--- config.mk ---
export PLATFORM = sky130hd
export DESIGN_NAME = rational_sub_mul_reduce_unit
export DESIGN_NICKNAME = d
export VERILOG_FILES = /design/src/rtl/rsmr_pkg.sv /design/src/rtl/rsmr_div.sv /design/src/rtl/rsmr_dpath.sv /design/src/rtl/rsmr_ctrl.sv /design/src/rtl/rational_sub_mul_reduce_unit.sv
export SDC_FILE = /design/constraint.sdc
export NUM_CORES = 2
export LEC_CHECK = 0
export BUFFER_PORTS_ARGS = -buffer_cell sky130_fd_sc_hd__buf_2
export CORE_MARGIN = 4
export CORE_UTILIZATION = 58
export DETAILED_ROUTE_END_ITERATION = 8
export MAX_ROUTING_LAYER = met4
export PLACE_DENSITY = 0.89
export SYNTH_ARGS = -nofsm -noshare
export SYNTH_HDL_FRONTEND = slang
export SYNTH_SLANG_ARGS = --single-unit
--- constraint.sdc ---
create_clock -name clk -period 9.92 [get_ports clk]
set_clock_uncertainty 0.2 [all_clocks]
set_input_delay 0.496 -clock clk [delete_from_list [all_inputs] [get_ports clk]]
set_output_delay 0.496 -clock clk [all_outputs]
set_load 0.05 [all_outputs]
--- src/rtl/rsmr_pkg.sv ---
package rsmr_pkg;

    // operand and result widths
    localparam int OPERAND_WIDTH = 16;
    localparam int NUM_W         = 2 * OPERAND_WIDTH;
    localparam int MAG_W         = 2 * OPERAND_WIDTH - 1;
    localparam int DEN_W         = 2 * OPERAND_WIDTH - 2;
    localparam int K_W           = $clog2(DEN_W + 1);
    localparam int DIV_CNT_W     = $clog2(MAG_W + 1);

    // operation codes
    localparam logic [1:0] OP_SUB    = 2'd0;
    localparam logic [1:0] OP_MUL    = 2'd1;
    localparam logic [1:0] OP_REDUCE = 2'd2;

    // shared multiplier product select
    localparam logic [1:0] MS_CROSS_L = 2'd0;
    localparam logic [1:0] MS_CROSS_R = 2'd1;
    localparam logic [1:0] MS_DEN     = 2'd2;

    // divider dividend select
    localparam logic DS_NUM = 1'b0;
    localparam logic DS_DEN = 1'b1;

    typedef struct packed {
        logic [1:0]                     operation;
        logic signed [OPERAND_WIDTH-1:0] left_numerator;
        logic [OPERAND_WIDTH-2:0]       left_denominator;
        logic signed [OPERAND_WIDTH-1:0] right_numerator;
        logic [OPERAND_WIDTH-2:0]       right_denominator;
    } operand_t;

    typedef struct packed {
        logic signed [NUM_W-1:0] result_numerator;
        logic [DEN_W-1:0]        result_denominator;
        logic                    bad_denominator;
    } result_t;

    // controller to datapath
    typedef struct packed {
        logic       load_in;
        logic       mul_en;
        logic [1:0] mul_sel;
        logic       form;
        logic       gcd_step;
        logic       div_start;
        logic       div_sel;
        logic       save_num;
        logic       save_den;
        logic       load_out;
    } cmd_t;

    // datapath to controller
    typedef struct packed {
        logic special;
        logic gcd_done;
        logic div_done;
        logic out_free;
    } sts_t;

endpackage

--- src/rtl/rsmr_div.sv ---
module rsmr_div (
    input  logic                           clk,
    input  logic                           rst_n,
    input  logic                           start,
    input  logic [rsmr_pkg::MAG_W-1:0]     dividend,
    input  logic [rsmr_pkg::MAG_W-1:0]     divisor,
    output logic                           done,
    output logic [rsmr_pkg::MAG_W-1:0]     quotient
);

    localparam int W  = rsmr_pkg::MAG_W;
    localparam int CW = rsmr_pkg::DIV_CNT_W;

    logic [W-1:0]  rem_reg, rem_next;
    logic [W-1:0]  quo_reg, quo_next;
    logic [W-1:0]  dvs_reg;
    logic [CW-1:0] cnt_reg, cnt_next;
    logic          busy_reg, busy_next;
    logic          done_reg, done_next;
    logic [W:0]    shifted;
    logic [W:0]    trial;

    // one restoring step per cycle
    always_comb
    begin
        shifted   = {rem_reg, quo_reg[W-1]};
        trial     = shifted - {1'b0, dvs_reg};
        rem_next  = rem_reg;
        quo_next  = quo_reg;
        cnt_next  = cnt_reg;
        busy_next = busy_reg;
        done_next = 1'b0;
        if (start)
        begin
            rem_next  = '0;
            quo_next  = dividend;
            cnt_next  = CW'(W);
            busy_next = 1'b1;
        end
        else if (busy_reg)
        begin
            if (!trial[W])
            begin
                rem_next = trial[W-1:0];
                quo_next = {quo_reg[W-2:0], 1'b1};
            end
            else
            begin
                rem_next = shifted[W-1:0];
                quo_next = {quo_reg[W-2:0], 1'b0};
            end
            cnt_next = cnt_reg - 1'b1;
            if (cnt_reg == CW'(1))
            begin
                busy_next = 1'b0;
                done_next = 1'b1;
            end
        end
    end

    // control registers
    always_ff @(posedge clk or negedge rst_n)
    begin
        if (!rst_n)
        begin
            busy_reg <= 1'b0;
            done_reg <= 1'b0;
            cnt_reg  <= '0;
        end
        else
        begin
            busy_reg <= busy_next;
            done_reg <= done_next;
            cnt_reg  <= cnt_next;
        end
    end

    // working registers
    always_ff @(posedge clk)
    begin
        rem_reg <= rem_next;
        quo_reg <= quo_next;
        if (start)
        begin
            dvs_reg <= divisor;
        end
    end

    assign done     = done_reg;
    assign quotient = quo_reg;

endmodule

--- src/rtl/rsmr_dpath.sv ---
module rsmr_dpath (
    input  logic               clk,
    input  logic               rst_n,
    input  rsmr_pkg::operand_t operand,
    input  rsmr_pkg::cmd_t     cmd,
    output rsmr_pkg::sts_t     sts,
    input  logic               result_ready,
    output logic               result_valid,
    output rsmr_pkg::result_t  result
);

    localparam int W     = rsmr_pkg::OPERAND_WIDTH;
    localparam int NUM_W = rsmr_pkg::NUM_W;
    localparam int MAG_W = rsmr_pkg::MAG_W;
    localparam int DEN_W = rsmr_pkg::DEN_W;
    localparam int K_W   = rsmr_pkg::K_W;

    // captured request
    logic [1:0]          op_reg;
    logic signed [W-1:0] ln_reg, rn_reg;
    logic [W-2:0]        ld_reg, rd_reg;

    // products and formed fraction
    logic signed [NUM_W-1:0] p0_reg, p1_reg, pd_reg;
    logic [MAG_W-1:0]        mag_reg;
    logic [DEN_W-1:0]        den_reg;
    logic                    neg_reg, bad_reg, zero_reg;

    // gcd state
    logic [MAG_W-1:0] ga_reg, ga_next, gb_reg, gb_next;
    logic [K_W-1:0]   k_reg, k_next;
    logic [MAG_W-1:0] gcd_val;

    // quotients and output
    logic [MAG_W-1:0]  qn_reg;
    logic [DEN_W-1:0]  qd_reg;
    rsmr_pkg::result_t result_reg, result_next;
    logic              result_valid_reg, result_valid_next;

    logic                    pair_op, sub_op, mul_op;
    logic signed [W-1:0]     ld_s, rd_s, one_s;
    logic signed [W-1:0]     mul_a, mul_b;
    logic signed [NUM_W-1:0] prod;
    logic signed [NUM_W-1:0] diff;
    logic [NUM_W-1:0]        diff_abs;
    logic                    bad_now;
    logic [MAG_W-1:0]        div_dividend;
    logic [MAG_W-1:0]        div_quotient;
    logic                    div_done;
    logic [NUM_W-1:0]        qn_ext;

    assign sub_op  = (op_reg == rsmr_pkg::OP_SUB);
    assign mul_op  = (op_reg == rsmr_pkg::OP_MUL);
    assign pair_op = sub_op || mul_op;
    assign ld_s    = $signed({1'b0, ld_reg});
    assign rd_s    = $signed({1'b0, rd_reg});
    assign one_s   = W'(1);

    // shared multiplier operand select
    always_comb
    begin
        case (cmd.mul_sel)
            rsmr_pkg::MS_CROSS_L:
            begin
                mul_a = ln_reg;
                mul_b = sub_op ? rd_s : (mul_op ? rn_reg : one_s);
            end
            rsmr_pkg::MS_CROSS_R:
            begin
                mul_a = rn_reg;
                mul_b = sub_op ? ld_s : '0;
            end
            rsmr_pkg::MS_DEN:
            begin
                mul_a = ld_s;
                mul_b = pair_op ? rd_s : one_s;
            end
            default:
            begin
                mul_a = '0;
                mul_b = '0;
            end
        endcase
    end

    assign prod = mul_a * mul_b;

    // fraction forming
    assign diff     = p0_reg - p1_reg;
    assign diff_abs = diff[NUM_W-1] ? (NUM_W'(0) - diff) : diff;
    assign bad_now  = (ld_reg == '0) || (pair_op && (rd_reg == '0));

    // binary gcd step, operands both nonzero while running
    always_comb
    begin
        ga_next = ga_reg;
        gb_next = gb_reg;
        k_next  = k_reg;
        if (cmd.form)
        begin
            ga_next = diff_abs[MAG_W-1:0];
            gb_next = {{(MAG_W-DEN_W){1'b0}}, pd_reg[DEN_W-1:0]};
            k_next  = '0;
        end
        else if (cmd.gcd_step)
        begin
            case ({ga_reg[0], gb_reg[0]})
                2'b00:
                begin
                    ga_next = ga_reg >> 1;
                    gb_next = gb_reg >> 1;
                    k_next  = k_reg + 1'b1;
                end
                2'b01: ga_next = ga_reg >> 1;
                2'b10: gb_next = gb_reg >> 1;
                default:
                begin
                    if (ga_reg > gb_reg)
                    begin
                        ga_next = (ga_reg - gb_reg) >> 1;
                    end
                    else
                    begin
                        gb_next = (gb_reg - ga_reg) >> 1;
                    end
                end
            endcase
        end
    end

    assign gcd_val = ga_reg << k_reg;

    // shared divider for both quotients
    assign div_dividend = (cmd.div_sel == rsmr_pkg::DS_DEN)
                        ? {{(MAG_W-DEN_W){1'b0}}, den_reg} : mag_reg;

    rsmr_div u_div (
        .clk      (clk),
        .rst_n    (rst_n),
        .start    (cmd.div_start),
        .dividend (div_dividend),
        .divisor  (gcd_val),
        .done     (div_done),
        .quotient (div_quotient)
    );

    // result assembly
    assign qn_ext = {1'b0, qn_reg};
    always_comb
    begin
        if (bad_reg)
        begin
            result_next.result_numerator   = '0;
            result_next.result_denominator = '0;
            result_next.bad_denominator    = 1'b1;
        end
        else if (zero_reg)
        begin
            result_next.result_numerator   = '0;
            result_next.result_denominator = DEN_W'(1);
            result_next.bad_denominator    = 1'b0;
        end
        else
        begin
            result_next.result_numerator   = neg_reg ? $signed(NUM_W'(0) - qn_ext)
                                                     : $signed(qn_ext);
            result_next.result_denominator = qd_reg;
            result_next.bad_denominator    = 1'b0;
        end
    end

    // output valid
    always_comb
    begin
        result_valid_next = result_valid_reg;
        if (cmd.load_out)
        begin
            result_valid_next = 1'b1;
        end
        else if (result_ready)
        begin
            result_valid_next = 1'b0;
        end
    end

    always_ff @(posedge clk or negedge rst_n)
    begin
        if (!rst_n)
        begin
            result_valid_reg <= 1'b0;
        end
        else
        begin
            result_valid_reg <= result_valid_next;
        end
    end

    // payload registers
    always_ff @(posedge clk)
    begin
        if (cmd.load_in)
        begin
            op_reg <= operand.operation;
            ln_reg <= operand.left_numerator;
            ld_reg <= operand.left_denominator;
            rn_reg <= operand.right_numerator;
            rd_reg <= operand.right_denominator;
        end
        if (cmd.mul_en)
        begin
            case (cmd.mul_sel)
                rsmr_pkg::MS_CROSS_L: p0_reg <= prod;
                rsmr_pkg::MS_CROSS_R: p1_reg <= prod;
                rsmr_pkg::MS_DEN:     pd_reg <= prod;
                default:              pd_reg <= pd_reg;
            endcase
        end
        if (cmd.form)
        begin
            mag_reg  <= diff_abs[MAG_W-1:0];
            den_reg  <= pd_reg[DEN_W-1:0];
            neg_reg  <= diff[NUM_W-1];
            bad_reg  <= bad_now;
            zero_reg <= (diff == '0);
        end
        ga_reg <= ga_next;
        gb_reg <= gb_next;
        k_reg  <= k_next;
        if (cmd.save_num)
        begin
            qn_reg <= div_quotient;
        end
        if (cmd.save_den)
        begin
            qd_reg <= div_quotient[DEN_W-1:0];
        end
        if (cmd.load_out)
        begin
            result_reg <= result_next;
        end
    end

    // status back to the controller
    assign sts.special  = bad_reg || zero_reg;
    assign sts.gcd_done = (ga_reg == gb_reg);
    assign sts.div_done = div_done;
    assign sts.out_free = !result_valid_reg || result_ready;

    assign result_valid = result_valid_reg;
    assign result       = result_reg;

endmodule

--- src/rtl/rsmr_ctrl.sv ---
module rsmr_ctrl (
    input  logic           clk,
    input  logic           rst_n,
    input  logic           operand_valid,
    output logic           operand_ready,
    input  rsmr_pkg::sts_t sts,
    output rsmr_pkg::cmd_t cmd
);

    localparam logic [3:0] S_IDLE  = 4'd0;
    localparam logic [3:0] S_P0    = 4'd1;
    localparam logic [3:0] S_P1    = 4'd2;
    localparam logic [3:0] S_P2    = 4'd3;
    localparam logic [3:0] S_FORM  = 4'd4;
    localparam logic [3:0] S_GCD   = 4'd5;
    localparam logic [3:0] S_DIVN  = 4'd6;
    localparam logic [3:0] S_WAITN = 4'd7;
    localparam logic [3:0] S_DIVD  = 4'd8;
    localparam logic [3:0] S_WAITD = 4'd9;
    localparam logic [3:0] S_FIN   = 4'd10;

    logic [3:0] state_reg, state_next;

    // sequencing of one request
    always_comb
    begin
        state_next    = state_reg;
        cmd           = '0;
        cmd.mul_sel   = rsmr_pkg::MS_CROSS_L;
        cmd.div_sel   = rsmr_pkg::DS_NUM;
        operand_ready = 1'b0;
        case (state_reg)
            S_IDLE:
            begin
                operand_ready = 1'b1;
                if (operand_valid)
                begin
                    cmd.load_in = 1'b1;
                    state_next  = S_P0;
                end
            end
            S_P0:
            begin
                cmd.mul_en  = 1'b1;
                cmd.mul_sel = rsmr_pkg::MS_CROSS_L;
                state_next  = S_P1;
            end
            S_P1:
            begin
                cmd.mul_en  = 1'b1;
                cmd.mul_sel = rsmr_pkg::MS_CROSS_R;
                state_next  = S_P2;
            end
            S_P2:
            begin
                cmd.mul_en  = 1'b1;
                cmd.mul_sel = rsmr_pkg::MS_DEN;
                state_next  = S_FORM;
            end
            S_FORM:
            begin
                cmd.form   = 1'b1;
                state_next = S_GCD;
            end
            S_GCD:
            begin
                if (sts.special)
                begin
                    state_next = S_FIN;
                end
                else if (sts.gcd_done)
                begin
                    state_next = S_DIVN;
                end
                else
                begin
                    cmd.gcd_step = 1'b1;
                end
            end
            S_DIVN:
            begin
                cmd.div_start = 1'b1;
                cmd.div_sel   = rsmr_pkg::DS_NUM;
                state_next    = S_WAITN;
            end
            S_WAITN:
            begin
                if (sts.div_done)
                begin
                    cmd.save_num = 1'b1;
                    state_next   = S_DIVD;
                end
            end
            S_DIVD:
            begin
                cmd.div_start = 1'b1;
                cmd.div_sel   = rsmr_pkg::DS_DEN;
                state_next    = S_WAITD;
            end
            S_WAITD:
            begin
                if (sts.div_done)
                begin
                    cmd.save_den = 1'b1;
                    state_next   = S_FIN;
                end
            end
            S_FIN:
            begin
                if (sts.out_free)
                begin
                    cmd.load_out = 1'b1;
                    state_next   = S_IDLE;
                end
            end
            default:
            begin
                state_next = S_IDLE;
            end
        endcase
    end

    always_ff @(posedge clk or negedge rst_n)
    begin
        if (!rst_n)
        begin
            state_reg <= S_IDLE;
        end
        else
        begin
            state_reg <= state_next;
        end
    end

endmodule

--- src/rtl/rational_sub_mul_reduce_unit.sv ---
// a zero numerator or bad denominator runs idle, P0, P1, P2, FORM and GCD, then goes to FIN;
// otherwise GCD runs the binary gcd loop, then the numerator and denominator divides, then FIN
// one request at a time; the time per request is set by the one-step-per-cycle gcd loop
// and the shared bit-serial divider
// reset: rst_n clears the controller, divider and output valid; nothing is pending after it
module rational_sub_mul_reduce_unit (
    input  logic               clk,
    input  logic               rst_n,
    input  logic               operand_valid,
    output logic               operand_ready,
    input  rsmr_pkg::operand_t operand,
    output logic               result_valid,
    input  logic               result_ready,
    output rsmr_pkg::result_t  result
);

    rsmr_pkg::cmd_t cmd;
    rsmr_pkg::sts_t sts;

    // sequencer
    rsmr_ctrl u_ctrl (
        .clk           (clk),
        .rst_n         (rst_n),
        .operand_valid (operand_valid),
        .operand_ready (operand_ready),
        .sts           (sts),
        .cmd           (cmd)
    );

    // arithmetic
    rsmr_dpath u_dpath (
        .clk          (clk),
        .rst_n        (rst_n),
        .operand      (operand),
        .cmd          (cmd),
        .sts          (sts),
        .result_ready (result_ready),
        .result_valid (result_valid),
        .result       (result)
    );

endmodule

# == Word level (Yosys, flattened, before mapping) ==
# Cells that the tools add are included.
# classes
add_sub_neg,8
multipliers,1
n_lt_le_gt_ge,1
n_eq_ne,26
shifts,1
n_mux,53
bitwise_logic,2
reduce_logical,29
# op_table
cell,n
$mux W31,10
$pmux W31 S2,2
$pmux W16 S3,2
$sub A31 B31 Y31,2
$mux W30,2
$pmux W4 S11,1
$logic_not A32 Y1,1
$mul A16 B16 Y32,1
$mux W16,2
$sub A1 B31 Y32 const A,1
$sub A32 B31 Y32,1
$sub A32 B32 Y32,1
$eq A31 B31 Y1,1
$gt A31 B31 Y1,1
$shl A31 B5 Y31,1
$sub A1 B31 Y31 const A,1
$logic_not A15 Y1,2
$mux W15,2
$mux W4,6
$mux W1,21
$eq A4 B3 Y1 const B,4
$eq A4 B4 Y1 const B,3
$mux W5,2
$ne A2 B2 Y1 const B,5
other kinds (25),46
# word_totals
reg_bits,518
output_inout_bits,65
wordCells,153

# == Depth between registers and ports, before layout ==
# logic_depth
word_depth,6
ltp_mapped,33
ltp_nobuf,31

# == By module ==
# A second synthesis with hierarchy kept.
# hier_totals
hier_cells,3723
hier_area_um2,38413.1
# by_module_without_submodules
module,instances,cells_each,area_per_inst_um2,seq_area_each_um2
rsmr_dpath,1,3127,32336.0,12346.8
rsmr_div,1,543,5699.2,2657.5
rsmr_ctrl,1,53,377.9,100.1

# == Least setup slack after synthesis ==
# Ideal clock, no wire load.
# synth_timing
path_kind,reg2reg
from,reg u_ctrl.state_reg[0]
to,"reg u_dpath.p0_reg[30], data pin"
arrival_ps,9770
required_ps,9458
setup_slack_ps,-312
stages_incl_launch_ff,30
period_less_slack_ps,10232
path_cell_list,dfrtp_1 -> inv_1 -> nand2_1 -> nor3_1 -> nor3b_1 -> clkbuf_1 -> a222oi_1 -> clkbuf_1 -> nor2_1 -> fa_1 -> inv_1 -> fa_1 -> fa_1 -> inv_1 -> fa_1 -> fa_1 -> inv_1 -> fa_1 -> inv_1 -> ha_1 -> and3_1 -> a221o_1 -> nor3_1 -> o21ai_0 -> a31oi_1 -> o41ai_1 -> a2111oi_0 -> o21bai_1 -> a21oi_1 -> xnor2_1
# synth_via
elab_chain_len,5
# synth_lines
element,line_no,text
from (decl),rsmr_ctrl.sv:22,"logic [3:0] state_reg, state_next;"
from (signal assigned),rsmr_ctrl.sv:131,state_reg <= state_next;
$eq A4 B2 Y1 or $eq A4 B1 Y1 (tied branches),rsmr_ctrl.sv:32,case (state_reg)
$pmux W3 S3 *,rsmr_ctrl.sv:32,
$eq A2 B2 Y1 (tied with other cells),rsmr_dpath.sv:62,case (cmd.mul_sel)
$pmux W16 S3,rsmr_dpath.sv:62,
$mul A16 B16 Y32 *,rsmr_dpath.sv:86,assign prod = mul_a * mul_b;
via u_dpath.prod[30],rsmr_dpath.sv:43,logic signed [NUM_W-1:0] prod;
to (signal assigned),rsmr_dpath.sv:212,rsmr_pkg::MS_CROSS_L: p0_reg <= prod;
to (decl),rsmr_dpath.sv:24,"logic signed [NUM_W-1:0] p0_reg, p1_reg, pd_reg;"
# The timed path passes the listed nets; every way through them passes the cells marked *.
# A chain may end at the register's enable or synchronous reset.

# == Worst setup path in the final report ==
# layout_timing
from,reg u_ctrl.state_reg[3]
to,"reg u_dpath.p0_reg[30], data pin"
# Same word-level chain as after synthesis.

==> results.yml <==
drt:
  detail_route.drc_violations: 7
  viasPerCell: 6.204
  initialDrtViolationCount: 3631
  detail-route-antenna-nets: 0
  drt_first_pass_iters: 9
  wire_per_inst_um: 21.58
  routed-via-count: 30210
  postRouteWirelength_um: 105100
setup_path:
  arrival_ns: 9.53
  worst_path_max_delay_cell: "sky130_fd_sc_hd__dfrtp_1"
  ff2ff_path_depth: 30
  critical_path.startpoint: "u_ctrl.state_reg[3]$_DFFE_PN0P_"
  reg2reg_from: "u_ctrl.state_reg[3]$_DFFE_PN0P_"
  worst_setup_path_end_kind: "flip-flop"
  r2r_end: "u_dpath.p0_reg[30]$_DFFE_PP_"
  timing.critical_path.mode_cell: "sky130_fd_sc_hd__fa_1"
  crit_path_max_incr_delay_ns: 0.67
  required_worst_endpoint_ns: 10.13
  cp-start-kind: "flip-flop"
  timing.reg2reg.setup_slack_ns: 0.60
  path_max_fanout: 16
  timing.setup.critical_path_class: "reg2reg"
clock_tree:
  clk_latency_ns: 0.68
  clock_tree.buffer_depth: 3
  cts_inserted_buffers: 54
  cts_htree_levels: 2
  clkSlewWorstSetupHoldPaths_ns: 0.07
  cts_num_sinks: 517
  cts_repair_resize_count: 0
  cts_tree: "yes"
  ctsRootBufferMaster: "sky130_fd_sc_hd__clkbuf_16"
sta:
  timing.final.crit_share: 0.9392
  setup_tns_ns: 0
  timing.max_slew.rel_slack: 0.08870
  fmaxAchievable_mhz: 107.3
  min_period_ns: 9.317
  report.final.setup_viol: 0
  finalMaxSlewViolations: 0
  rsz0062_at_grt: "false"
  hold_violations: 0
  worst-slew-pin-transition_ns: 1.367
synth:
  yosysSeqAreaShare: 0.3903
  share_of_flip_flops_with_an_asynchronous_set_or_reset: 0.02321
  yosys_warnings: 0
  syn_avg_cell_area_um2: 10.10
  edff_count_synth: 469
  ys_top_cells_by_area: "sky130_fd_sc_hd__edfxtp_1, sky130_fd_sc_hd__fa_1, sky130_fd_sc_hd__ha_1, sky130_fd_sc_hd__inv_1, sky130_fd_sc_hd__nor2_1"
  syn-cell-area_mm2: 0.03870
  yosys_register_bits: 517
  post_synth_num_cell_types: 92
  post-synth-top-area-fraction: 0.3639
  syn_inst: 3833
  postSynth.topFlopCell: "sky130_fd_sc_hd__edfxtp_1"
  synthesis.nets: 4377
  netlist_top_cells_count: "sky130_fd_sc_hd__inv_1, sky130_fd_sc_hd__edfxtp_1, sky130_fd_sc_hd__nor2_1, sky130_fd_sc_hd__nand2_1, sky130_fd_sc_hd__fa_1"
  synth.largest_area_cell: "sky130_fd_sc_hd__edfxtp_1"
  yosysMostFrequentCell: "sky130_fd_sc_hd__inv_1"
run:
  max_cap_violations: 0
layout:
  syn_to_final_growth_pct: 10.37
  largest_reg_flops: 63
  design.final.nets: 4501
  share_of_final_layout_standard_cells_stronger_than_drive_strength_1: 0.08846
  fillCellCount: 4765
global_routing:
  pin_count_of_the_biggest_net_entering_global_routing: 101
  grt_antenna_before_repair: 5
  via_count_of_the_first_global_routing_pass: 30440
  global_route.usage.total: 0.3020
  wire_length_of_the_first_global_routing_pass_um: 164900
  grt_residual_overflow: 0
place:
  dp_wirelength_um: 77270
  io_buffer_count: 132
  place.gp.congestion: 0.9915
floorplanning:
  die_width_um: 266.3
  core-area_mm2: 0.06598
  core.rowCount: 94
  ios: 133
  design.die.area_mm2: 0.07092
  floorplan.initialDensity: 0.5866
  vertical_die_dimension_um: 266.3
outcome:
  violations: "design-rule violations"
  status: "finished, violations left"
min_path:
  holdCritPathClass: "in2async"
## cells in the final DEF, fill, tap and decap left out, types with 51 or more instances in the layout
cell                            netlist  layout
sky130_fd_sc_hd__ha_1               210     210
sky130_fd_sc_hd__nor3_1              54      51
sky130_fd_sc_hd__clkbuf_16            0      54
sky130_fd_sc_hd__edfxtp_1           469     469
sky130_fd_sc_hd__a21oi_1            220     220
sky130_fd_sc_hd__a21o_1              91      91
sky130_fd_sc_hd__nand2_1            322     320
sky130_fd_sc_hd__dlygate4sd3_1        0      65
sky130_fd_sc_hd__xnor2_1            104     104
sky130_fd_sc_hd__nor2_1             390     386
sky130_fd_sc_hd__o21ai_0            168     168
sky130_fd_sc_hd__mux2i_1             98      98
sky130_fd_sc_hd__fa_1               266     266
sky130_fd_sc_hd__xor2_1              88      87
sky130_fd_sc_hd__inv_1              495     494
sky130_fd_sc_hd__buf_2               12     132
## layout make-up
class / count / area, um2 / share of cell area
Tap cell: 864 / 1081 / 0.02531
Clock buffer: 65 / 1413 / 0.03307
Multi-Input combinational cell: 2648 / 21170 / 0.4956
Antenna cell: 3 / 7.507 / 0.0001757
Clock inverter: 36 / 440.4 / 0.01031
Sequential cell: 517 / 15110 / 0.3537
Inverter: 496 / 1864 / 0.04364
Timing Repair Buffer: 240 / 1634 / 0.03825
## metrics by stage
step           cells  area [um2]    util  worst slack (ns)  hold WS (ns)
2_1_floorplan   3833       38710       -            0.7334     0.0004090
3_3_place_gp    4698       40190  0.6091            0.6420        0.1960
3_5_place_dp    4698       40190  0.6091            0.3581        0.2017
4_1_cts         4864       42690  0.6471            0.3278       0.09758
5_1_grt         4869       42720  0.6474            0.3037        0.1276
6_report        4869       42720  0.6474            0.6032        0.1078
## cells by family after synthesis
logic type	count (synthesis)	share of synthesized area
and+or+nand+nor	1067	0.1257
AOI/OAI and AO/OA	794	0.1335
buffers and inverters	668	0.06518
DFF	517	0.3903
adders and majority gates	476	0.2055
xor gates and xnor gates	192	0.04345
muxes	119	0.03640
## layer usage
layer  part of all wire  GRT usage
met5                  0          -
met4              0.055     0.1355
met3               0.10    0.05116
met2               0.49     0.5045
met1               0.36     0.3629
## repair_timing
item                       in CTS  in global routing
hold endpoints to repair       76                  0
setup endpoints to repair       0                  8
setup buffers                   0                  2
hold buffers                   65                  0
## how the worst max path moves through the flow
stage | endpoint | slack, ns | depth (start not counted)
after floorplan | u_dpath.p0_reg[30]$_DFFE_PP_ | 0.73 | 29
after global placement | u_dpath.p0_reg[30]$_DFFE_PP_ | 0.64 | 30
after detailed placement | u_dpath.p1_reg[30]$_DFFE_PP_ | 0.36 | 30
after CTS | u_dpath.p1_reg[30]$_DFFE_PP_ | 0.33 | 30
after global routing | u_dpath.p1_reg[30]$_DFFE_PP_ | 0.30 | 30
final | u_dpath.p0_reg[30]$_DFFE_PP_ | 0.60 | 30
## critical path: cells and delay by family (launching register included)
family	cells	cell delay (ns)
compound gates	8	2.68
xor+xnor	1	0.10
fa+ha+maj	7	3.38
buf+inv	6	0.77
flops	1	0.67
simple gates	8	1.26
Power is not shown: default switching activity piles up to over one toggle a cycle in this logic, so the estimate is an artifact.
